===== src/design/wts_pkg.sv =====
// Shared constants, codes and types of the trend t-statistic block.
package wts_pkg;

  localparam int WINDOW_MAX_DEF  = 64;
  localparam int SAMPLE_BITS_DEF = 24;
  localparam int LEN_RESET       = 64;
  localparam int LEN_MIN         = 3;
  localparam int SAMPLE_W        = 24;
  localparam int LEN_CFG_W       = 7;
  localparam int T_W             = 32;
  localparam int WORD_W          = 64;
  localparam int WIDE_W          = 128;
  localparam int DIV_STEPS       = 160;
  localparam int SQRT_STEPS      = 32;

  typedef enum logic [1:0] {
    ALU_SUB,
    ALU_MUL,
    ALU_DIV,
    ALU_SQRT
  } alu_op_t;

  typedef struct packed {
    logic    start;
    alu_op_t op;
  } alu_req_t;

  typedef enum logic [2:0] {
    S_IDLE,
    S_SUMS,
    S_ISSUE,
    S_WAIT,
    S_FINISH
  } seq_state_t;

  typedef enum logic [4:0] {
    ST_D1, ST_D2, ST_D3,
    ST_Q1, ST_Q2, ST_Q3,
    ST_B1, ST_B2, ST_B3,
    ST_A1, ST_A2, ST_A3,
    ST_R1, ST_R2, ST_R3,
    ST_N1, ST_N2, ST_N3, ST_N4, ST_N5, ST_N6,
    ST_S1, ST_S2, ST_S3
  } calc_step_t;

endpackage


===== src/design/wts_window.sv =====
// Circular sample store and the sweep that forms the window sums.
module wts_window #(
  parameter int WINDOW_MAX  = wts_pkg::WINDOW_MAX_DEF,
  parameter int SAMPLE_BITS = wts_pkg::SAMPLE_BITS_DEF,
  parameter int LEN_W       = $clog2(WINDOW_MAX + 1)
) (
  input  logic                                   clk,
  input  logic                                   rst,
  input  logic                                   clear,
  input  logic [LEN_W-1:0]                       len,
  input  logic                                   wr_en,
  input  logic signed [SAMPLE_BITS-1:0]          wr_data,
  output logic                                   will_fill,
  output logic signed [SAMPLE_BITS+LEN_W-1:0]    sum_y,
  output logic signed [SAMPLE_BITS+2*LEN_W-1:0]  sum_xy,
  output logic signed [2*SAMPLE_BITS+LEN_W-1:0]  sum_yy,
  output logic [2*LEN_W-1:0]                     sum_x,
  output logic [3*LEN_W-1:0]                     sum_xx,
  output logic                                   sums_done
);

  localparam int IDX_W = $clog2(WINDOW_MAX);
  localparam int SY_W  = SAMPLE_BITS + LEN_W;
  localparam int SXY_W = SAMPLE_BITS + 2*LEN_W;
  localparam int SYY_W = 2*SAMPLE_BITS + LEN_W;
  localparam int PXY_W = SAMPLE_BITS + LEN_W + 1;

  logic signed [SAMPLE_BITS-1:0] mem [WINDOW_MAX];

  logic [IDX_W-1:0] widx, widx_inc;
  logic [LEN_W-1:0] fill;
  logic [LEN_W:0]   wi, nl, st_full;
  logic [IDX_W-1:0] start_idx;

  logic             run;
  logic [IDX_W-1:0] ridx;
  logic [LEN_W-1:0] k;

  logic signed [SAMPLE_BITS-1:0]   rd_v;
  logic [LEN_W-1:0]                rd_k;
  logic                            rd_vld, rd_last;
  logic signed [2*SAMPLE_BITS-1:0] p_yy;
  logic signed [PXY_W-1:0]         p_xy;
  logic [2*LEN_W-1:0]              p_kk;
  logic signed [SAMPLE_BITS-1:0]   p_v;
  logic [LEN_W-1:0]                p_k;
  logic                            p_vld, p_last;

  always_comb begin
    widx_inc  = (widx == IDX_W'(WINDOW_MAX - 1)) ? '0 : widx + IDX_W'(1);
    will_fill = (({1'b0, fill} + (LEN_W+1)'(1)) >= {1'b0, len});
    // oldest sample sits len places behind the new write pointer
    wi        = (LEN_W+1)'(widx_inc);
    nl        = {1'b0, len};
    st_full   = (wi >= nl) ? wi - nl : wi + (LEN_W+1)'(WINDOW_MAX) - nl;
    start_idx = st_full[IDX_W-1:0];
  end

  always_ff @(posedge clk) begin
    if (wr_en) begin
      mem[widx] <= wr_data;
    end
    if (run) begin
      rd_v <= mem[ridx];
    end
  end

  always_ff @(posedge clk) begin
    if (rst || clear) begin
      widx      <= '0;
      fill      <= '0;
      run       <= 1'b0;
      rd_vld    <= 1'b0;
      p_vld     <= 1'b0;
      sums_done <= 1'b0;
    end else begin
      sums_done <= 1'b0;
      if (wr_en) begin
        widx <= widx_inc;
        if (fill < len) begin
          fill <= fill + LEN_W'(1);
        end
        if (will_fill) begin
          run    <= 1'b1;
          ridx   <= start_idx;
          k      <= LEN_W'(1);
          sum_y  <= '0;
          sum_xy <= '0;
          sum_yy <= '0;
          sum_x  <= '0;
          sum_xx <= '0;
        end
      end
      // stage 1: memory read
      rd_vld <= run;
      if (run) begin
        rd_k    <= k;
        rd_last <= (k == len);
        ridx    <= (ridx == IDX_W'(WINDOW_MAX - 1)) ? '0 : ridx + IDX_W'(1);
        k       <= k + LEN_W'(1);
        if (k == len) begin
          run <= 1'b0;
        end
      end
      // stage 2: products
      p_vld <= rd_vld;
      if (rd_vld) begin
        p_yy   <= rd_v * rd_v;
        p_xy   <= $signed({1'b0, rd_k}) * rd_v;
        p_kk   <= rd_k * rd_k;
        p_v    <= rd_v;
        p_k    <= rd_k;
        p_last <= rd_last;
      end
      // stage 3: accumulate
      if (p_vld) begin
        sum_y     <= sum_y + SY_W'(p_v);
        sum_xy    <= sum_xy + SXY_W'(p_xy);
        sum_yy    <= sum_yy + SYY_W'(p_yy);
        sum_x     <= sum_x + (2*LEN_W)'(p_k);
        sum_xx    <= sum_xx + (3*LEN_W)'(p_kk);
        sums_done <= p_last;
      end
    end
  end

endmodule


===== config.mk =====
export PLATFORM = sky130hd
export DESIGN_NAME = wts_window
export DESIGN_NICKNAME = d
export VERILOG_FILES = /design/src/design/wts_pkg.sv /design/src/design/wts_window.sv
export SDC_FILE = /design/constraint.sdc
export NUM_CORES = 2
export LEC_CHECK = 0
export ABC_CLOCK_PERIOD_IN_PS = 34300
export BUFFER_PORTS_ARGS = -buffer_cell sky130_fd_sc_hd__clkbuf_2
export CORE_ASPECT_RATIO = 1.5
export CORE_MARGIN = 4
export CORE_UTILIZATION = 55
export DETAILED_ROUTE_END_ITERATION = 10
export PLACE_DENSITY_LB_ADDON = 0.2
export SLEW_MARGIN = 20
export SYNTH_ARGS = -nofsm -noshare
export SYNTH_HDL_FRONTEND = slang
export SYNTH_SLANG_ARGS = --single-unit

===== constraint.sdc =====
create_clock -name clk -period 34.3 [get_ports clk]
set_clock_uncertainty 0.1 [all_clocks]
set_input_delay 3.43 -clock clk [delete_from_list [all_inputs] [get_ports clk]]
set_output_delay 3.43 -clock clk [all_outputs]
set_load 0.01 [all_outputs]

==> Flow_metrics.wiki <==
{| class="wikitable"
! Metric !! Value
|-
| Die Width || 364 um
|-
| Leakage || 44.4 nW
|-
| Maximum number of pins on one net before global-route repair || 153
|-
| Initial antenna violation count || 11
|-
| Non-filler instance count after layout || 10300
|-
| Setup Viol. Count Final || 0
|-
| Clock sinks || 1879
|-
| CTS tree || yes
|-
| Max VDD drop || 0.0538 mV
|-
| Worst setup path category || primary input to primary output
|-
| Number of cells on the worst hold path || 0
|-
| Remaining global-route overflow || 0
|-
| Startpoint Class || primary input
|-
| Top cells by area, synth || sky130_fd_sc_hd__edfxtp_1 53%, sky130_fd_sc_hd__fa_1 13%, sky130_fd_sc_hd__ha_1 4.7%, sky130_fd_sc_hd__mux4_2 4.6%, sky130_fd_sc_hd__inv_1 3.2%
|-
| Initial drt markers || 5352
|-
| Number of synthesized register bits || 1879
|-
| Sequential-to-total area share from yosys stat || 53.7%
|-
| Routability congestion estimate from global placement || 0.939
|-
| Relative slew margins || 21.6%
|-
| Via count of the first global-routing pass || 65100
|-
| Ranking of synthesized cells by instance count || 1862 x sky130_fd_sc_hd__edfxtp_1, 885 x sky130_fd_sc_hd__inv_1, 702 x sky130_fd_sc_hd__fa_1, 437 x sky130_fd_sc_hd__nand2_1, 396 x sky130_fd_sc_hd__ha_1
|-
| Data arrival at the endpoint of the critical path || 5.08 ns
|-
| Effective utilization at floorplan || 55.4%
|-
| Via count of the routed design || 61700
|-
| Max capacitance violation total || 0
|-
| Share of post-route cells with drive strength above 1 || 13.2%
|-
| Flop-to-flop setup slack || 26.08 ns
|-
| Avg WL per Cell || 25.2 um
|-
| Library cell occupying the most area in the post-synthesis netlist || sky130_fd_sc_hd__edfxtp_1
|-
| Crit path capture type || primary output
|-
| # rows || 195
|-
| Power per cell area || 42.5 mW/mm^2
|-
| Synthesized netlist cell count || 7477
|-
| Post-synth top flop || sky130_fd_sc_hd__edfxtp_1
|-
| Post-synthesis async set-or-reset flop share || 0%
|-
| Total placed cells including tap cells || 9951
|-
| Total global routing track utilization || 26.4%
|-
| Critical path peak fanout || 3
|-
| Via count normalized by instance count || 6.00
|-
| Total routed wirelength || 259000 um
|-
| Fmax achieved || 116 MHz
|-
| Most numerous cell in the Yosys netlist || sky130_fd_sc_hd__edfxtp_1
|-
| Count of flip-flops with a built-in enable after synthesis || 1862
|-
| Syn nets || 8610
|-
| Data required time at the worst endpoint || 30.77 ns
|-
| Setup repair after global routing missed its margin || false
|-
| Drt drc || 0
|-
| Endpoint of the most critical register-to-register path || p_yy[46]
|-
| Hold Vio Cnt, Final || 0
|-
| Max-slew violation count || 0
|-
| Netlist area before placement || 0.105 mm^2
|-
| Worst min-delay path class || flip-flop to flip-flop
|-
| Number of H-tree branching levels || 4
|-
| Length in cells of the worst reg-to-reg path || 27
|-
| DRT Pass-1 Iters || 6
|-
| Share of the synthesized area in the top cell type || 53.4%
|-
| Start point of the worst min-delay path || rd_last
|-
| Clock transition time at the flip-flop clock pins of the worst setup and hold paths || 0.06 ns
|-
| Count of distinct cell types in the synthesized netlist || 93
|-
| HPWL after DPL || 168000 um
|-
| Insertion delay to the later sink of the worst-skew pair || 0.83 ns
|-
| Warnings, synthesis || 0
|-
| Post-layout total power || 4.88 mW
|-
| Min Clock Period, post-route || 8.61 ns
|-
| Top Ports || 196
|-
| Clock tree root driver cell || sky130_fd_sc_hd__clkbuf_16
|-
| Sum of negative setup slack || 0 ns
|-
| Worst hold slack || 0.329 ns
|-
| Count of buffers added by post-CTS timing repair for setup || 0
|-
| Number of hold-repair buffers added at the cts stage || 0
|-
| Number of buffers created by CTS || 183
|-
| Post-CTS Resized || 0
|-
| Quantity of I/O buffers inserted on ports || 195
|-
| R2r startpoint || rd_v[21]
|-
| Nets || 8807
|-
| Result of the run || finished, final reports clean
|-
| Area inside the core boundary || 0.189 mm^2
|-
| Wire length of the first global-routing pass || 392000 um
|-
| Die area || 0.197 mm^2
|-
| Bufs on Longest Clock Path || 4
|-
| Remaining number of nets flagged by the antenna check after routing || 0
|-
| Layout area overhead || 9.86%
|-
| Synthesized area per cell || 14.0 um^2
|-
| Transition at the pin with the smallest max-transition slack || 1.17 ns
|-
| Worst-case hold path end point || p_last
|-
| Die Y || 542 um
|-
| Ratio of final minimum period to clock period || 25.1%
|}
## layout make-up
class                      count  area (um^2)
clock inverter               115         1460
tap                         2462         3080
multi-input combinational   4392        44100
sequential                  1879        56300
antenna                        3         7.51
timing repair buffer         330         2070
inverter                     888         3330
fill                       14300        73900
clock buffer                 212         4720
## flip-flops by register name (all words and copies together) (netlist names), 6 cells and up
register,flops
mem,1536
sum_yy,55
p_yy,47
sum_xy,38
p_xy,32
sum_y,31
rd_v,24
p_v,23
sum_xx,21
sum_x,14
p_kk,13
fill,7
k,7
rd_k,7
p_k,6
ridx,6
widx,6
## worst max-delay path, stage by stage
cell and delay (ns):
sky130_fd_sc_hd__clkbuf_2 0.13, sky130_fd_sc_hd__inv_1 0.08, sky130_fd_sc_hd__ha_1 0.28, sky130_fd_sc_hd__a21boi_0 0.12
sky130_fd_sc_hd__o21a_1 0.18, sky130_fd_sc_hd__o21ai_0 0.17, sky130_fd_sc_hd__nand2b_1 0.08, sky130_fd_sc_hd__a21oi_1 0.16
sky130_fd_sc_hd__nor2b_1 0.07, sky130_fd_sc_hd__o21ai_0 0.15, sky130_fd_sc_hd__nand2_1 0.10, sky130_fd_sc_hd__clkbuf_2 0.14
## how the worst max path moves through the flow
stage / startpoint / end / cells past startpoint
final: len[1] / will_fill / 12
after global routing: len[1] / will_fill / 12
after CTS: len[1] / will_fill / 12
after detailed placement: len[1] / will_fill / 12
after global placement: len[1] / will_fill / 12
after floorplan: clear / sum_x[0] / 3
## layout by cell type (no fill, tap or decap), types with 184 or more instances in the layout
| cell type | synthesis | final |
|---|---|---|
| sky130_fd_sc_hd__fa_1 | 702 | 702 |
| sky130_fd_sc_hd__mux2i_1 | 297 | 297 |
| sky130_fd_sc_hd__clkbuf_2 | 0 | 187 |
| sky130_fd_sc_hd__o21ai_0 | 197 | 196 |
| sky130_fd_sc_hd__clkbuf_16 | 0 | 184 |
| sky130_fd_sc_hd__a21oi_1 | 384 | 384 |
| sky130_fd_sc_hd__mux4_2 | 216 | 216 |
| sky130_fd_sc_hd__nand2_1 | 437 | 436 |
| sky130_fd_sc_hd__edfxtp_1 | 1862 | 1862 |
| sky130_fd_sc_hd__inv_1 | 885 | 885 |
| sky130_fd_sc_hd__ha_1 | 396 | 396 |
| sky130_fd_sc_hd__and2_1 | 320 | 318 |
## report_power, final
group	total (mW)	switching [mW]	internal [mW]	leakage, nW
combinational	0.247	0.152	0.0944	24.5
sequential	2.53	0.00138	2.53	16.9
clock	2.11	0.880	1.22	2.99
total	4.88	1.03	3.85	44.4
## per-stage QoR
step | util [%] | setup slack [ns] | cell area [um^2]
after floorplan | - | 18.35 | 105000
after detailed placement | 57.6 | 25.66 | 109000
after global routing | 60.9 | 25.46 | 115000
after global placement | 57.6 | 25.56 | 109000
final | 60.9 | 25.69 | 115000
after CTS | 60.9 | 25.65 | 115000
## cell families (layout without fill, tap and decap cells)
family                     Yosys count  after routing  synth area share (%)
DFF                               1879           1879                  53.7
and+or+nand+nor                   1294           1294                  6.11
buffers and inverters             1206           1545                  4.39
AOI/OAI and AO/OA                 1134           1134                  6.92
adders and majority gates         1098           1098                  18.2
muxes                              611            611                  8.54
xor gates and xnor gates           255            255                  2.13
other                                0              3                     0
## metal layers
metal | vias up | wire length [um] | global-route usage, %
li1 | 27100 | - | -
met1 | 31700 | 92900 | 31.2
met2 | 2127 | 139000 | 48.8
met3 | 647 | 15700 | 3.45
met4 | 8 | 11000 | 10.2
met5 | - | 58 | 0
Power figures use the tool's default switching activity.
